**src/rtl/octmc_pkg.sv**
```systemverilog
`timescale 1ns / 1ps
`default_nettype none
// ----------------------------------------------------------------------------
// octmc_pkg
// Shared constants and types of the octree Morton code core.
// ----------------------------------------------------------------------------
package octmc_pkg;

    localparam int LEVELS_DEF     = 10;
    localparam int COORD_BITS_DEF = 32;

    localparam int NUM_AXES  = 3;
    localparam int EXT_W     = 31;
    localparam int CODE_W    = 30;
    localparam int CFG_IDX_W = 2;

    localparam logic [EXT_W-1:0] EXTENT_RESET = 31'd67108864;

    typedef enum logic [CFG_IDX_W-1:0] {
        REG_EXTENT_X = 2'd0,
        REG_EXTENT_Y = 2'd1,
        REG_EXTENT_Z = 2'd2
    } t_cfg_reg;

    localparam int AXIS_X = 0;
    localparam int AXIS_Y = 1;
    localparam int AXIS_Z = 2;

    // split and step of one axis, unsigned Q16.16; both stay below the extent
    typedef struct packed {
        logic [EXT_W-1:0] split;
        logic [EXT_W-1:0] step;
    } t_axis_geom;

endpackage
`default_nettype wire

```
**src/rtl/octmc_level.sv**
```systemverilog
`timescale 1ns / 1ps
`default_nettype none
// ----------------------------------------------------------------------------
// octmc_level
// One level of the bisection: tests z, y and x against their splits, moves
// each split by its step, halves the steps and appends three code bits.
// ----------------------------------------------------------------------------
module octmc_level #(
    parameter int COORD_BITS = octmc_pkg::COORD_BITS_DEF,
    parameter int FULL_W     = 3 * octmc_pkg::LEVELS_DEF
) (
    input  logic                         i_clk,
    input  logic                         i_rst_n,
    input  logic                         i_valid,
    input  logic signed [COORD_BITS-1:0] i_point [octmc_pkg::NUM_AXES],
    input  octmc_pkg::t_axis_geom        i_geom  [octmc_pkg::NUM_AXES],
    input  logic [FULL_W-1:0]            i_code,
    output logic                         o_valid,
    output logic signed [COORD_BITS-1:0] o_point [octmc_pkg::NUM_AXES],
    output octmc_pkg::t_axis_geom        o_geom  [octmc_pkg::NUM_AXES],
    output logic [FULL_W-1:0]            o_code
);
    import octmc_pkg::*;

    localparam int CMP_W = ((COORD_BITS > EXT_W) ? COORD_BITS : EXT_W) + 1;

    logic                         r_valid;
    logic signed [COORD_BITS-1:0] r_point [NUM_AXES];
    t_axis_geom                   r_geom  [NUM_AXES];
    logic [FULL_W-1:0]            r_code;

    t_axis_geom          n_geom [NUM_AXES];
    logic [FULL_W-1:0]   n_code;
    logic [NUM_AXES-1:0] w_hit;

    always_comb begin
        logic signed [CMP_W-1:0] pt_ext;
        logic signed [CMP_W-1:0] split_ext;
        for (int a = 0; a < NUM_AXES; a++) begin
            pt_ext    = CMP_W'(i_point[a]);
            split_ext = $signed(CMP_W'(i_geom[a].split));
            w_hit[a]  = (pt_ext >= split_ext);
            // move the split toward the point's side, then halve the step
            if (w_hit[a]) begin
                n_geom[a].split = i_geom[a].split + i_geom[a].step;
            end else begin
                n_geom[a].split = i_geom[a].split - i_geom[a].step;
            end
            n_geom[a].step = i_geom[a].step >> 1;
        end
        // z lands in the highest bit of the triple, x in the lowest
        n_code = (i_code << 3) |
                 FULL_W'({w_hit[AXIS_Z], w_hit[AXIS_Y], w_hit[AXIS_X]});
    end

    always_ff @(posedge i_clk) begin
        if (!i_rst_n) begin
            r_valid <= 1'b0;
        end else begin
            r_valid <= i_valid;
        end
    end

    always_ff @(posedge i_clk) begin
        r_point <= i_point;
        r_geom  <= n_geom;
        r_code  <= n_code;
    end

    assign o_valid = r_valid;
    assign o_point = r_point;
    assign o_geom  = r_geom;
    assign o_code  = r_code;

endmodule
`default_nettype wire

```
**config.mk**
```make
export PLATFORM = sky130hd
export DESIGN_NAME = octmc_level
export DESIGN_NICKNAME = d
export VERILOG_FILES = /design/src/rtl/octmc_pkg.sv /design/src/rtl/octmc_level.sv
export SDC_FILE = /design/constraint.sdc
export NUM_CORES = 1
export LEC_CHECK = 0
export BUFFER_PORTS_ARGS = -buffer_cell sky130_fd_sc_hd__buf_4
export CAP_MARGIN = 5
export CORE_AREA = 2 2 241 243
export DETAILED_ROUTE_END_ITERATION = 8
export DIE_AREA = 0 0 243 245
export HOLD_SLACK_MARGIN = 0.02
export SYNTH_ARGS = -nofsm -noshare
export SYNTH_HDL_FRONTEND = slang
export SYNTH_SLANG_ARGS = --single-unit
```
**constraint.sdc**
```tcl
create_clock -name i_clk -period 13.45 [get_ports i_clk]
set_clock_uncertainty 0.05 [all_clocks]
set_input_delay 3.3625 -clock i_clk [delete_from_list [all_inputs] [get_ports i_clk]]
set_output_delay 3.3625 -clock i_clk [all_outputs]
set_load 0.02 [all_outputs]
```
Yosys cells after proc, flatten, opt, wreduce, memory -nomap -nowiden

Cells that the tools add are included.

Output and inout port bits: 313
Bits of input ports: 315
Logic and storage cells: 24
Bits in registers: 310

Add/sub/neg operators: 6
Bitwise operators: 1
Muxes and demuxes: 3
$lt $le $gt $ge: 3

Operator list:

| operator                              | number |
|---|---|
| 32-bit >= comparator                  | 3 |
| 31-bit adder                          | 3 |
| 31-bit two-way mux                    | 3 |
| 31-bit subtractor                     | 3 |
| 30-bit by 3-bit OR with 30-bit output | 1 |

Longest topological paths before layout

Gate-level depths: netlist of the first run.

Depth after elaboration: 2
Mapped depth: 23
Gate-level depth less buffers: 21

Worst setup path before layout of the first run

OpenSTA, ideal clock, no wires.

Kind: in2reg
Start point: input port i_geom[56] (netlist name)
End point: register r_geom (netlist bit o_geom[58])
Path slack: 5.134 ns
Library setup time: 0.072 ns
Data arrival time: 8.194 ns
Buffers on the path: 2
Stages: 22
Path through: inv_1 -> ha_1 -> a21o_1 -> a21o_1 -> a221oi_1 -> o21ai_0 -> a22o_1 -> a21oi_1 -> clkbuf_1 -> clkbuf_1 -> nand2_1 -> xnor2_1 -> ha_1 -> a21o_1 -> a21oi_1 -> nand2_1 -> a221o_1 -> a2111oi_0 -> o211ai_1 -> a31o_2 -> a21oi_1 -> xnor2_1

RTL lines:

| element                | line              | RTL |
|---|---|---|
| start: declaration     | octmc_level.sv:16 | `input octmc_pkg::t_axis_geom i_geom [octmc_pkg::NUM_AXES],` |
| end signal: assignment | octmc_level.sv:66 | `r_geom <= n_geom;` |
| end: declaration       | octmc_level.sv:29 | `t_axis_geom r_geom [NUM_AXES];` |

==> qor.log, run 1 <==
INFO  sta            maxSlewViolCount=0
INFO  sta            timing_hold_violations_final=0
INFO  global_route   groute.usage.overall=16.5%
INFO  power_and_ir_drop cell_area_power_density=151nW/um^2
INFO  synthesis      postSynth.topFlopCell=sky130_fd_sc_hd__dfxtp_1
INFO  synthesis      seq_area_frac_synth=41.7%
INFO  power_and_ir_drop vdd.ir_drop.worst=0.105mV
INFO  global_route   grt_pass1_wl=76.8mm
INFO  synthesis      synthAdderAreaFrac=16.8%
INFO  sta            achievable-frequency=120MHz
INFO  synthesis      synth_top_area_share=41.7%
INFO  floorplanning  floorplan.die_area=59500um^2
INFO  synthesis      yosysWarnings=0
INFO  floorplanning  core.rowCount=88
INFO  global_route   number_of_global_route_vias_before_repair=13626
INFO  worst_hold_path hold_depth=1
INFO  cts            tritoncts=built
INFO  final_layout   final_cell_mix=sky130_fd_sc_hd__buf_4, sky130_fd_sc_hd__dfxtp_1, sky130_fd_sc_hd__ha_1
INFO  placement      final_weighted_congestion_of_routability_driven_global_placement=0.883
INFO  synthesis      post-synth-top-area-cell=sky130_fd_sc_hd__dfxtp_1
INFO  synthesis      yosys.area_share.xor_xnor=9.88%
INFO  route          routed-via-count=13504
INFO  critical_path  worstPathArrival=8.76ns
INFO  synthesis      ys_ff_latch=310
INFO  route          wl=51.6mm
INFO  synthesis      post_synth_mux_area_share=0.0672%
INFO  route          route.antenna.remaining_nets=0
INFO  cts            ctsRootBufferMaster=sky130_fd_sc_hd__clkbuf_16
INFO  route          avgViaCountPerCell=4.56
INFO  synthesis      synth-edff-count=0
INFO  final_layout   post_route_cells_drive_above_1_share=32.0%
INFO  run_status     status=finished clean
INFO  final_layout   relative_area_change_from_synthesis_to_final_layout=46.4%
INFO  critical_path  timing.critical_path.fanout_max=30
INFO  sta            post-route-period-util=62.1%
INFO  cts            holdBufCountCts=0
INFO  flow_run       maxCapViolCount=0
INFO  critical_path  worst-setup-path-type=input port to flop
INFO  global_route   grt_overflow_total=0
INFO  synthesis      synth_top_family_by_area=adder cells
INFO  power_and_ir_drop leakage=10.6nW
INFO  synthesis      yosys.area_share.simple=11.1%
INFO  power_and_ir_drop seq_power_share=33.7%
INFO  global_route   antenna_found_initial=1
INFO  synthesis      synth_cells=1525
INFO  sta            unrepaired_setup_endpoints_after_global_routing=no
INFO  sta            timing.final.setup_violations=0
INFO  final_layout   mostFrequentLayoutCell=sky130_fd_sc_hd__buf_4
INFO  cts            tritoncts.num_buffers=36
INFO  placement      portBuffers=621
INFO  cts            cts.sinks=310
INFO  cts            post_cts.repair.setup_buffers=0
INFO  critical_path  sort_of_element_at_the_start_of_the_critical_path=input port
INFO  synthesis      largest_cells_by_area_after_synthesis=sky130_fd_sc_hd__dfxtp_1, sky130_fd_sc_hd__ha_1, sky130_fd_sc_hd__xnor2_1, sky130_fd_sc_hd__a21oi_1, sky130_fd_sc_hd__inv_1
INFO  synthesis      mappedNetlistArea=14900um^2
INFO  sta            finalSetupTns=0ns
INFO  power_and_ir_drop power.clock.fraction=33.0%
INFO  final_layout   postLayoutCoreUtil=38.2%
INFO  power_and_ir_drop comb_power_share=33.4%
INFO  route          route.detailed.drc=0
INFO  sta            max_slew_margin=50.8%
INFO  cts            htreeDepth=2
INFO  synthesis      synth_cell_types=65
INFO  sta            layout_min_cycle_time=8.35ns
INFO  critical_path  worstPathRequired=13.86ns
INFO  global_route   grt_start_max_net_pins=31
INFO  route          routed_wire_length_per_instance=17.4um
INFO  floorplanning  core_region_area=57000um^2
INFO  floorplanning  die_h=245um
INFO  route          detailedRoute.firstPassIterationCount=5
INFO  final_layout   final.fill_count=5754
INFO  floorplanning  floorplan.initialDensity=26.1%
INFO  cts            clkSlewWorstSetupHoldPaths=0.06ns
INFO  final_layout   finalNetCount=2684
INFO  cts            cts_repair_resize_count=0
INFO  cts            clock_buffer_depth=3
INFO  power_and_ir_drop p_int=2.24mW
INFO  sta            timing_worst_slew_pin_value=0.731ns
INFO  worst_hold_path hp-class=input port to flop
INFO  floorplanning  ioPinCount=628
INFO  critical_path  worst_setup_path_end_kind=flop
INFO  synthesis      complex_gate_fraction_of_the_synthesized_area=16.4%
INFO  floorplanning  die_width=243um
INFO  placement      hpwl=43.6mm
INFO  synthesis      synth_area_per_cell=9.77um^2
INFO  power_and_ir_drop switching_power=1.06mW
INFO  power_and_ir_drop power.switching_fraction=32.1%
INFO  synthesis      async_reset_ff_share=0%
INFO  route          dr.first_iter.drc_count=688
worst paths after layout:
kind	from	endpoint
worst max-delay path	i_geom[42]	o_geom[59]$_DFF_P_
worst min-delay path	i_code[13]	o_code[16]$_DFF_P_
area by class of cell:
type / instances / area [um^2] / area share, %
Tap cell: 765 / 957 / 4.39
Clock buffer: 50 / 1050 / 4.84
Multi-Input combinational cell: 1058 / 8110 / 37.2
Clock inverter: 11 / 255 / 1.17
Antenna cell: 1 / 2.50 / 0.0115
Timing Repair Buffer: 625 / 4690 / 21.5
Sequential cell: 310 / 6210 / 28.5
Inverter: 140 / 526 / 2.41
power by group through the flow:
stage / combinational, mW / clock [mW] / sequential [mW]
2_1_floorplan: 0.431 / 0 / 1.31
3_3_place_gp: 1.09 / 0 / 1.13
3_5_place_dp: 1.10 / 0 / 1.13
4_1_cts: 1.11 / 1.13 / 1.11
5_1_grt: 1.18 / 1.16 / 1.12
6_report: 1.10 / 1.09 / 1.11
kinds of logic after synthesis:
kind of cell    count (synthesis)
fa+ha+maj                     198
compound gates                376
mux                             1
other cells                     1
buf+inv                       159
xor+xnor                      168
flops                         310
simple gates                  312
cell usage after synthesis (3+ instances only):
cell                        instances
sky130_fd_sc_hd__dfxtp_1          310
sky130_fd_sc_hd__or3_1             15
sky130_fd_sc_hd__nand2_1           80
sky130_fd_sc_hd__nor4_1            11
sky130_fd_sc_hd__nor2b_1           10
sky130_fd_sc_hd__a221oi_1           5
sky130_fd_sc_hd__nand4_1           34
sky130_fd_sc_hd__o211ai_1           9
sky130_fd_sc_hd__buf_4              3
sky130_fd_sc_hd__o21a_1            12
sky130_fd_sc_hd__or4_4              6
sky130_fd_sc_hd__o41ai_1           14
sky130_fd_sc_hd__a31oi_1            5
sky130_fd_sc_hd__o2111ai_1          3
sky130_fd_sc_hd__a221o_1            3
sky130_fd_sc_hd__nand2b_1          22
sky130_fd_sc_hd__o21bai_1          14
sky130_fd_sc_hd__xnor2_1          138
sky130_fd_sc_hd__and3_1            13
sky130_fd_sc_hd__and4_1             3
sky130_fd_sc_hd__ha_1             195
sky130_fd_sc_hd__a21oi_1          115
sky130_fd_sc_hd__fa_1               3
sky130_fd_sc_hd__and2_1             3
sky130_fd_sc_hd__o31ai_1           26
sky130_fd_sc_hd__inv_1            140
sky130_fd_sc_hd__nand3_1           20
sky130_fd_sc_hd__or4_1             16
sky130_fd_sc_hd__a21o_1            64
sky130_fd_sc_hd__xor2_1            30
sky130_fd_sc_hd__a31o_2             4
sky130_fd_sc_hd__o31a_1             3
sky130_fd_sc_hd__a211oi_1           5
sky130_fd_sc_hd__nor3_1            14
sky130_fd_sc_hd__o21ai_0           71
sky130_fd_sc_hd__nor2_1            53
sky130_fd_sc_hd__nand4b_1           3
sky130_fd_sc_hd__clkbuf_1          15
sky130_fd_sc_hd__o22ai_1            4
sequential cells by signal (all words and copies together), names as in the netlist:
register / count
o_valid: 1
o_point: 96
o_geom: 183
o_code: 30
through the flow:
| stage | setup WS (ns) | power [mW] | cells | hold WS [ns] | area, um^2 |
|---|---|---|---|---|---|
| 2_1_floorplan | 5.13 | 1.74 | 1527 | 3.34 | 14900 |
| 3_3_place_gp | 4.76 | 2.22 | 2898 | 3.42 | 20500 |
| 3_5_place_dp | 4.72 | 2.23 | 2898 | 3.42 | 20500 |
| 4_1_cts | 5.26 | 3.35 | 2959 | 2.83 | 21800 |
| 5_1_grt | 4.89 | 3.46 | 2960 | 2.84 | 21800 |
| 6_report | 5.10 | 3.30 | 2960 | 2.87 | 21800 |
worst max-delay path, cell delays in order:
cell and delay (ns):
sky130_fd_sc_hd__buf_4 0.12, sky130_fd_sc_hd__inv_1 0.09, sky130_fd_sc_hd__ha_1 0.26, sky130_fd_sc_hd__nand4_1 0.22
sky130_fd_sc_hd__inv_1 0.07, sky130_fd_sc_hd__a21oi_1 0.29, sky130_fd_sc_hd__o211ai_1 0.23, sky130_fd_sc_hd__a22o_1 0.24
sky130_fd_sc_hd__a21oi_2 0.09, sky130_fd_sc_hd__buf_4 0.31, sky130_fd_sc_hd__o41ai_1 0.16, sky130_fd_sc_hd__xnor2_1 0.27
sky130_fd_sc_hd__ha_1 0.34, sky130_fd_sc_hd__nand4_1 0.21, sky130_fd_sc_hd__o21bai_1 0.12, sky130_fd_sc_hd__or4_1 0.47
sky130_fd_sc_hd__o31a_1 0.31, sky130_fd_sc_hd__o41ai_1 0.60, sky130_fd_sc_hd__o221a_2 0.35, sky130_fd_sc_hd__nor2b_1 0.07
sky130_fd_sc_hd__o41ai_1 0.39, sky130_fd_sc_hd__xnor2_1 0.17
metal layers:
metal	global-route usage (%)	routed length [um]	vias to the layer above
met2	29.7	25800	437
met4	4.91	1270	0
met1	19.2	21100	6308
li1	-	-	6696
met3	4.10	3440	63
met5	0	0	-
(Power assumes the default switching activity.)
==> inputs of run 2 (changes only) <==
==> constraint.sdc (replaced) <==
create_clock -name i_clk -period 8.6 [get_ports i_clk]
set_clock_uncertainty 0.05 [all_clocks]
set_input_delay 2.15 -clock i_clk [delete_from_list [all_inputs] [get_ports i_clk]]
set_output_delay 2.15 -clock i_clk [all_outputs]
set_load 0.02 [all_outputs]
==> qor.log, run 2 (synthesized netlist as in run 1, its figures left out) <==
INFO  route          dr.first_iter.drc_count=637 [-7.4%]
INFO  final_layout   largest_reg_flops=183 [unchanged]
INFO  global_route   antenna_found_initial=1 [unchanged]
INFO  sta            finalSetupTns=0ns [unchanged]
INFO  final_layout   footprint_of_the_multi_input_gates=8110um^2 [unchanged]
INFO  floorplanning  die_h=245um [unchanged]
INFO  sta            achievable-frequency=138MHz
INFO  cts            tritoncts.num_buffers=37 [+2.8%]
INFO  cts            clkSlewWorstSetupHoldPaths=0.06ns [about the same]
INFO  route          wl=52.0mm [+0.81%]
INFO  global_route   grt_start_max_net_pins=21 [-32%]
INFO  sta            maxSlewViolCount=0 [unchanged]
INFO  route          wl_met3=3.29mm [-4.4%]
INFO  critical_path  timing.critical_path.fanout_max=18 [-40%]
INFO  sta            post-route-period-util=84.1%
INFO  global_route   grt_pass1_wl=77.4mm [+0.77%]
INFO  cts            holdBufCountCts=0 [unchanged]
INFO  floorplanning  floorplan.initialDensity=26.1% [unchanged]
INFO  placement      dp_worst_setup_slack=0.904ns [-3.81 ns]
INFO  sta            max_slew_margin=50.3% [-0.46 points]
INFO  final_layout   area.sequential=6210um^2 [unchanged]
INFO  route          highest_layer=met4
INFO  sta            timing_worst_slew_pin_value=0.735ns [+0.00409 ns]
INFO  run_status     status=finished clean
INFO  cts            clock_buffer_depth=3 [unchanged]
INFO  flow_run       maxCapViolCount=0 [unchanged]
INFO  cts            cts_repair_resize_count=0 [unchanged]
INFO  final_layout   final_cell_mix=sky130_fd_sc_hd__buf_4, sky130_fd_sc_hd__dfxtp_1, sky130_fd_sc_hd__ha_1
INFO  worst_hold_path hold_depth=1 [unchanged]
INFO  cts            ctsRootBufferMaster=sky130_fd_sc_hd__clkbuf_16
INFO  route          drt-met1-wl=21.5mm [+2.1%]
INFO  final_layout   final.fill_count=5783 [+0.50%]
INFO  cts            htreeDepth=2 [unchanged]
INFO  placement      hpwl=43.8mm [+0.43%]
INFO  power_and_ir_drop finalPower=5.06mW [+53%]
INFO  final_layout   mostFrequentLayoutCell=sky130_fd_sc_hd__buf_4
INFO  cts            cts.sinks=310 [unchanged]
INFO  final_layout   postLayoutCoreUtil=38.1% [-0.12 points]
INFO  floorplanning  ioPinCount=628 [unchanged]
INFO  sta            worst_hold_slack_after_final_layout=1.65ns [-1.22 ns]
INFO  critical_path  worstPathArrival=7.65ns [-1.11 ns]
INFO  placement      portBuffers=621 [unchanged]
INFO  global_route   groute.usage.overall=16.6% [+0.081 points]
INFO  power_and_ir_drop cell_area_power_density=233nW/um^2 [+54%]
INFO  floorplanning  die_width=243um [unchanged]
INFO  critical_path  worstPathRequired=9.02ns [-4.84 ns]
INFO  critical_path  worst-setup-path-type=input port to flop
INFO  sta            timing_hold_violations_final=0 [unchanged]
INFO  sta            layout_min_cycle_time=7.23ns
INFO  sta            unrepaired_setup_endpoints_after_global_routing=no
INFO  sta            timing.final.setup_violations=0 [unchanged]
INFO  power_and_ir_drop leakage=10.6nW [-0.44%]
INFO  final_layout   post_route_cells_drive_above_1_share=32.2% [+0.20 points]
INFO  route          met2_wirelength=26.2mm [+1.7%]
INFO  route          route.detailed.drc=0 [unchanged]
INFO  critical_path  worst_setup_path_end_kind=flop
INFO  route          detailedRoute.firstPassIterationCount=5 [unchanged]
INFO  global_route   number_of_global_route_vias_before_repair=13601 [-0.18%]
INFO  route          routed-via-count=13618 [+0.84%]
INFO  route          routed_wire_length_per_instance=17.5um [+0.64%]
INFO  global_route   grt_overflow_total=0 [unchanged]
INFO  floorplanning  core_region_area=57000um^2 [unchanged]
INFO  final_layout   relative_area_change_from_synthesis_to_final_layout=45.9%
INFO  worst_hold_path hp-class=input port to flop
INFO  route          avgViaCountPerCell=4.59 [+0.67%]
INFO  placement      final_weighted_congestion_of_routability_driven_global_placement=0.897 [+1.6%]
INFO  cts            post_cts.repair.setup_buffers=0 [unchanged]
INFO  power_and_ir_drop vdd.ir_drop.worst=0.146mV [+39%]
INFO  sta            setup_slack=1.37ns [-3.73 ns]
INFO  final_layout   finalNetCount=2685 [+0.037%]
INFO  floorplanning  floorplan.die_area=59500um^2 [unchanged]
INFO  floorplanning  core.rowCount=88 [unchanged]
INFO  cts            tritoncts=built
INFO  critical_path  sort_of_element_at_the_start_of_the_critical_path=input port
INFO  route          route.antenna.remaining_nets=0 [unchanged]
[run 2: routing by layer]
layer | vias up | global-route usage (%)
met5 | - | 0
met1 | 6388 | 19.6
met3 | 51 | 4.00
li1 | 6717 | -
met4 | 0 | 4.44
met2 | 462 | 29.8
[run 2: worst max-delay path, cell delays in order]
cell	delay, ns
sky130_fd_sc_hd__buf_4	0.13
sky130_fd_sc_hd__ha_1	0.31
sky130_fd_sc_hd__a21o_1	0.18
sky130_fd_sc_hd__a21o_1	0.17
sky130_fd_sc_hd__a221oi_1	0.23
sky130_fd_sc_hd__o21ai_0	0.18
sky130_fd_sc_hd__a22o_1	0.28
sky130_fd_sc_hd__a21oi_2	0.55
sky130_fd_sc_hd__o41ai_1	0.22
sky130_fd_sc_hd__xnor2_1	0.29
sky130_fd_sc_hd__ha_1	0.34
sky130_fd_sc_hd__nand4_1	0.22
sky130_fd_sc_hd__o21bai_1	0.13
sky130_fd_sc_hd__or4_1	0.47
sky130_fd_sc_hd__o31a_1	0.30
sky130_fd_sc_hd__o41ai_1	0.62
sky130_fd_sc_hd__o221a_2	0.34
sky130_fd_sc_hd__nor2b_1	0.07
sky130_fd_sc_hd__o41ai_1	0.31
sky130_fd_sc_hd__xnor2_1	0.16
[run 2: stage by stage]
| step | instance area (um^2) | cells |
|---|---|---|
| finish | 21700 | 2965 |
| global route | 21700 | 2964 |
| CTS | 21700 | 2964 |
| detailed placement | 20500 | 2898 |
| global placement | 20500 | 2898 |
| floorplan | 14900 | 1527 |
[run 2: layout make-up]
cell class,count,area share [%]
Multi-Input combinational cell,1058,37.3
Clock buffer,50,5.00
Timing Repair Buffer,625,21.6
Tap cell,765,4.40
Sequential cell,310,28.6
Inverter,140,2.42
Clock inverter,16,0.702
Antenna cell,1,0.0115
[run 2: path summary, 6_finish.rpt]
| path | start | end | slack [ns] |
|---|---|---|---|
| setup / recovery | i_point[25] | o_geom[59]$_DFF_P_ | 1.37 |
| hold / removal | i_code[10] | o_code[13]$_DFF_P_ | 1.65 |
[run 2: report_power, final]
part | total (mW) | internal, mW | switching (mW)
Combinational | 1.72 | 0.744 | 0.979
Sequential | 1.73 | 1.67 | 0.0684
Clock | 1.60 | 0.950 | 0.648
Total | 5.06 | 3.36 | 1.70
==> inputs of run 3 (changes only) <==
--- a/config.mk
+++ b/config.mk
@@ -5,11 +5,12 @@
 export SDC_FILE = /design/constraint.sdc
 export NUM_CORES = 1
 export LEC_CHECK = 0
+export ABC_AREA = 1
 export BUFFER_PORTS_ARGS = -buffer_cell sky130_fd_sc_hd__buf_4
 export CAP_MARGIN = 5
-export CORE_AREA = 2 2 241 243
+export CORE_AREA = 2 2 245 247
 export DETAILED_ROUTE_END_ITERATION = 8
-export DIE_AREA = 0 0 243 245
+export DIE_AREA = 0 0 247 249
 export HOLD_SLACK_MARGIN = 0.02
 export SYNTH_ARGS = -nofsm -noshare
 export SYNTH_HDL_FRONTEND = slang
==> constraint.sdc (replaced) <==
create_clock -name i_clk -period 6.6 [get_ports i_clk]
set_clock_uncertainty 0.05 [all_clocks]
set_input_delay 1.65 -clock i_clk [delete_from_list [all_inputs] [get_ports i_clk]]
set_output_delay 1.65 -clock i_clk [all_outputs]
set_load 0.02 [all_outputs]
==> qor.log, run 3 <==
INFO  route          routed-via-count=16913 [+24%]
INFO  sta            post-route-period-util=79.7%
INFO  power_and_ir_drop power.clock.fraction=32.9% [+1.3 points]
INFO  floorplanning  floorplan.initialDensity=29.6% [+3.4 points]
INFO  route          detailedRoute.firstPassIterationCount=6 [+1]
INFO  synthesis      largest_cells_by_area_after_synthesis=sky130_fd_sc_hd__dfxtp_1, sky130_fd_sc_hd__ha_1, sky130_fd_sc_hd__nand2_1, sky130_fd_sc_hd__inv_1, sky130_fd_sc_hd__xor2_1
INFO  final_layout   postLayoutCellArea=24200um^2 [+11%]
INFO  synthesis      most_frequent_cell_after_synthesis=sky130_fd_sc_hd__nand2_1
INFO  floorplanning  core_region_area=58700um^2 [+2.9%]
INFO  cts            ctsRootBufferMaster=sky130_fd_sc_hd__clkbuf_16
INFO  cts            clkSlewWorstSetupHoldPaths=0.06ns [about the same]
INFO  sta            layout_min_cycle_time=5.26ns
INFO  worst_hold_path hp-class=input port to flop
INFO  final_layout   footprint_of_the_multi_input_gates=9510um^2 [+17%]
INFO  route          routed_wire_length_per_instance=16.2um [-7.5%]
INFO  cts            clock_buffer_depth=3 [unchanged]
INFO  route          route.detailed.drc=0 [unchanged]
INFO  flow_run       maxCapViolCount=0 [unchanged]
INFO  placement      final_weighted_congestion_of_routability_driven_global_placement=0.935 [+4.2%]
INFO  power_and_ir_drop power.switching_fraction=34.3% [+0.80 points]
INFO  floorplanning  die_width=247um [+1.6%]
INFO  synthesis      synth_top_area_share=35.8% [-5.9 points]
INFO  cts            cts.sinks=310 [unchanged]
INFO  power_and_ir_drop vdd.ir_drop.worst=0.199mV [+36%]
INFO  critical_path  worstPathArrival=5.64ns [-2.01 ns]
INFO  power_and_ir_drop cell_area_power_density=268nW/um^2 [+15%]
INFO  route          dr.first_iter.drc_count=901 [+41%]
INFO  floorplanning  floorplan.die_area=61500um^2 [+3.3%]
INFO  placement      numPlacedInstances=3682 [+27%]
INFO  final_layout   post_route_cells_drive_above_1_share=24.7% [-7.4 points]
INFO  synthesis      seq_area_frac_synth=35.8% [-5.9 points]
INFO  final_layout   final.fill_count=6076 [+5.1%]
INFO  critical_path  worst_setup_path_startpoint=i_point[51]
INFO  sta            timing.final.setup_violations=0 [unchanged]
INFO  sta            timing_hold_violations_final=0 [unchanged]
INFO  synthesis      synth_area_per_cell=7.53um^2 [-23%]
INFO  cts            holdBufCountCts=0 [unchanged]
INFO  power_and_ir_drop seq_power_share=34.3% [about the same]
INFO  cts            cts_repair_resize_count=0 [unchanged]
INFO  global_route   antenna_found_initial=1 [unchanged]
INFO  synthesis      postSynth.topFlopCell=sky130_fd_sc_hd__dfxtp_1
INFO  sta            unrepaired_setup_endpoints_after_global_routing=no
INFO  final_layout   final_cell_mix=sky130_fd_sc_hd__buf_4, sky130_fd_sc_hd__nand2_1, sky130_fd_sc_hd__inv_1
INFO  cts            tritoncts.num_buffers=38 [+2.7%]
INFO  critical_path  timing.critical_path.fanout_max=39 [+21]
INFO  sta            timing_worst_slew_pin_value=0.608ns [-0.128 ns]
INFO  cts            htreeDepth=2 [unchanged]
INFO  synthesis      synth_cell_types=48 [-26%]
INFO  power_and_ir_drop switching_power=2.22mW [+31%]
INFO  power_and_ir_drop comb_power_share=32.8% [-1.3 points]
INFO  sta            max_slew_margin=59.4% [+9.1 points]
INFO  synthesis      yosysWarnings=0 [unchanged]
INFO  placement      portBuffers=621 [unchanged]
INFO  critical_path  worstPathRequired=6.97ns [-2.05 ns]
INFO  route          wl=60.9mm [+17%]
INFO  floorplanning  die_h=249um [+1.6%]
INFO  final_layout   area.sequential=6210um^2 [unchanged]
INFO  synthesis      ys_ff_latch=310 [unchanged]
INFO  cts            tritoncts=built
INFO  final_layout   relative_area_change_from_synthesis_to_final_layout=39.2%
INFO  power_and_ir_drop p_int=4.24mW [+26%]
INFO  synthesis      synth-edff-count=0 [unchanged]
INFO  final_layout   largest_reg_flops=183 [unchanged]
INFO  final_layout   finalNetCount=3462 [+29%]
INFO  critical_path  worst-setup-path-type=input port to flop
INFO  synthesis      synth_cells=2302 [+51%]
INFO  global_route   grt_overflow_total=0 [unchanged]
INFO  synthesis      mappedNetlistArea=17300um^2 [+16%]
INFO  sta            achievable-frequency=190MHz
INFO  synthesis      async_reset_ff_share=0% [unchanged]
INFO  placement      hpwl=51.8mm [+18%]
INFO  final_layout   mostFrequentLayoutCell=sky130_fd_sc_hd__buf_4
INFO  synthesis      synth_commonest_cells=sky130_fd_sc_hd__nand2_1, sky130_fd_sc_hd__inv_1, sky130_fd_sc_hd__dfxtp_1
INFO  global_route   grt_start_max_net_pins=47 [+120%]
INFO  route          avgViaCountPerCell=4.51 [-1.9%]
INFO  global_route   number_of_global_route_vias_before_repair=16750 [+23%]
INFO  final_layout   finalNonFillerCells=3752 [+27%]
INFO  sta            finalSetupTns=0ns [unchanged]
INFO  global_route   groute.usage.overall=19.2% [+2.7 points]
INFO  critical_path  worst_setup_path_end_kind=flop
INFO  run_status     status=finished clean
INFO  critical_path  crit_end=o_geom[111]$_DFF_P_
INFO  critical_path  sort_of_element_at_the_start_of_the_critical_path=input port
INFO  route          route.antenna.remaining_nets=0 [unchanged]
INFO  placement      dpl-instance-area=22900um^2 [+12%]
INFO  cts            post_cts.repair.setup_buffers=0 [unchanged]
INFO  sta            maxSlewViolCount=0 [unchanged]
INFO  power_and_ir_drop leakage=12.7nW [+20%]
INFO  synthesis      post-synth-top-area-cell=sky130_fd_sc_hd__dfxtp_1
INFO  global_route   grt_pass1_wl=92.0mm [+19%]
INFO  floorplanning  core.rowCount=89 [+1.1%]
INFO  floorplanning  ioPinCount=628 [unchanged]
run 3: cell count changes after synthesis, sizes merged, moves of 74 or more:
| cell | previous run | this run |
|---|---|---|
| inv | 140 | 403 |
| nand2 | 80 | 456 |
| nand3 | 20 | 94 |
| nor2 | 53 | 204 |
| o21ai | 71 | 149 |
| xnor2 | 138 | 37 |
| xor2 | 30 | 110 |
run 3: cell families after synthesis:
family,share of synthesized area [%]
buf+inv,9.45
simple gates,21.3
compound gates,11.6
fa+ha+maj,14.4
other cells,0.0216
flops,35.8
xor+xnor,7.42
run 3: power by group through the flow:
stage	combinational (mW)	clock, mW	sequential, mW
floorplan	0.842	0	2.58
global placement	2.12	0	2.25
detailed placement	2.11	0	2.25
CTS	2.13	2.19	2.22
global route	2.32	2.26	2.24
finish	2.12	2.13	2.22
run 3: metrics by stage:
step | worst slack (ns) | power, mW | hold slack [ns] | utilization [%]
final | 1.34 | 6.46 | 1.15 | 41.2
after global routing | 0.795 | 6.81 | 1.12 | 41.2
after CTS | 1.39 | 6.53 | 1.11 | 41.2
after detailed placement | 0.787 | 4.37 | 1.71 | 39.0
after global placement | 0.815 | 4.36 | 1.70 | 39.0
after floorplan | 1.99 | 3.43 | 1.63 | -
run 3: critical path: stages:
cell                      delay [ns]
sky130_fd_sc_hd__buf_4          0.12
sky130_fd_sc_hd__ha_1           0.34
sky130_fd_sc_hd__a21oi_1        0.16
sky130_fd_sc_hd__nand3_1        0.10
sky130_fd_sc_hd__nand2_1        0.07
sky130_fd_sc_hd__nand2_1        0.05
sky130_fd_sc_hd__a21oi_1        0.16
sky130_fd_sc_hd__nand2_1        0.13
sky130_fd_sc_hd__nand2_2        0.11
sky130_fd_sc_hd__nand2_2        0.18
sky130_fd_sc_hd__inv_2          0.51
sky130_fd_sc_hd__o21ai_0        0.16
sky130_fd_sc_hd__o21ai_0        0.12
sky130_fd_sc_hd__inv_1          0.09
sky130_fd_sc_hd__ha_1           0.35
sky130_fd_sc_hd__nand2_1        0.06
sky130_fd_sc_hd__o21ai_1        0.28
sky130_fd_sc_hd__nand2_1        0.09
sky130_fd_sc_hd__nand2_1        0.14
sky130_fd_sc_hd__nand2_1        0.07
sky130_fd_sc_hd__nand2_1        0.11
sky130_fd_sc_hd__nand3_1        0.08
sky130_fd_sc_hd__nand2_1        0.19
sky130_fd_sc_hd__a21oi_1        0.13
sky130_fd_sc_hd__xnor2_1        0.15
run 3: worst min path at each step:
stage / from / endpoint / slack (ns) / cells after the start
floorplan: i_code[7] / o_code[10]$_DFF_P_ / 1.63 / 0
global placement: i_code[9] / o_code[12]$_DFF_P_ / 1.70 / 1
detailed placement: i_code[26] / o_code[29]$_DFF_P_ / 1.71 / 1
CTS: i_code[4] / o_code[7]$_DFF_P_ / 1.11 / 1
global route: i_code[22] / o_code[25]$_DFF_P_ / 1.12 / 1
finish: i_code[4] / o_code[7]$_DFF_P_ / 1.15 / 1
run 3: layout make-up:
cell class	instances	share of cell area, %
Multi-Input combinational cell	1571	39.4
Sequential cell	310	25.7
Timing Repair Buffer	625	19.4
Inverter	403	6.26
Clock buffer	51	4.48
Tap cell	773	4.00
Clock inverter	18	0.761
Antenna cell	1	0.0104
run 3: per-layer routing:
layer | track usage (%) | routed length (um) | vias to the layer above
met1 | 23.2 | 25400 | 7571
met2 | 33.5 | 29200 | 542
met3 | 4.60 | 4460 | 86
met4 | 6.11 | 1730 | 0
met5 | 0 | 0 | -
li1 | - | - | 8714
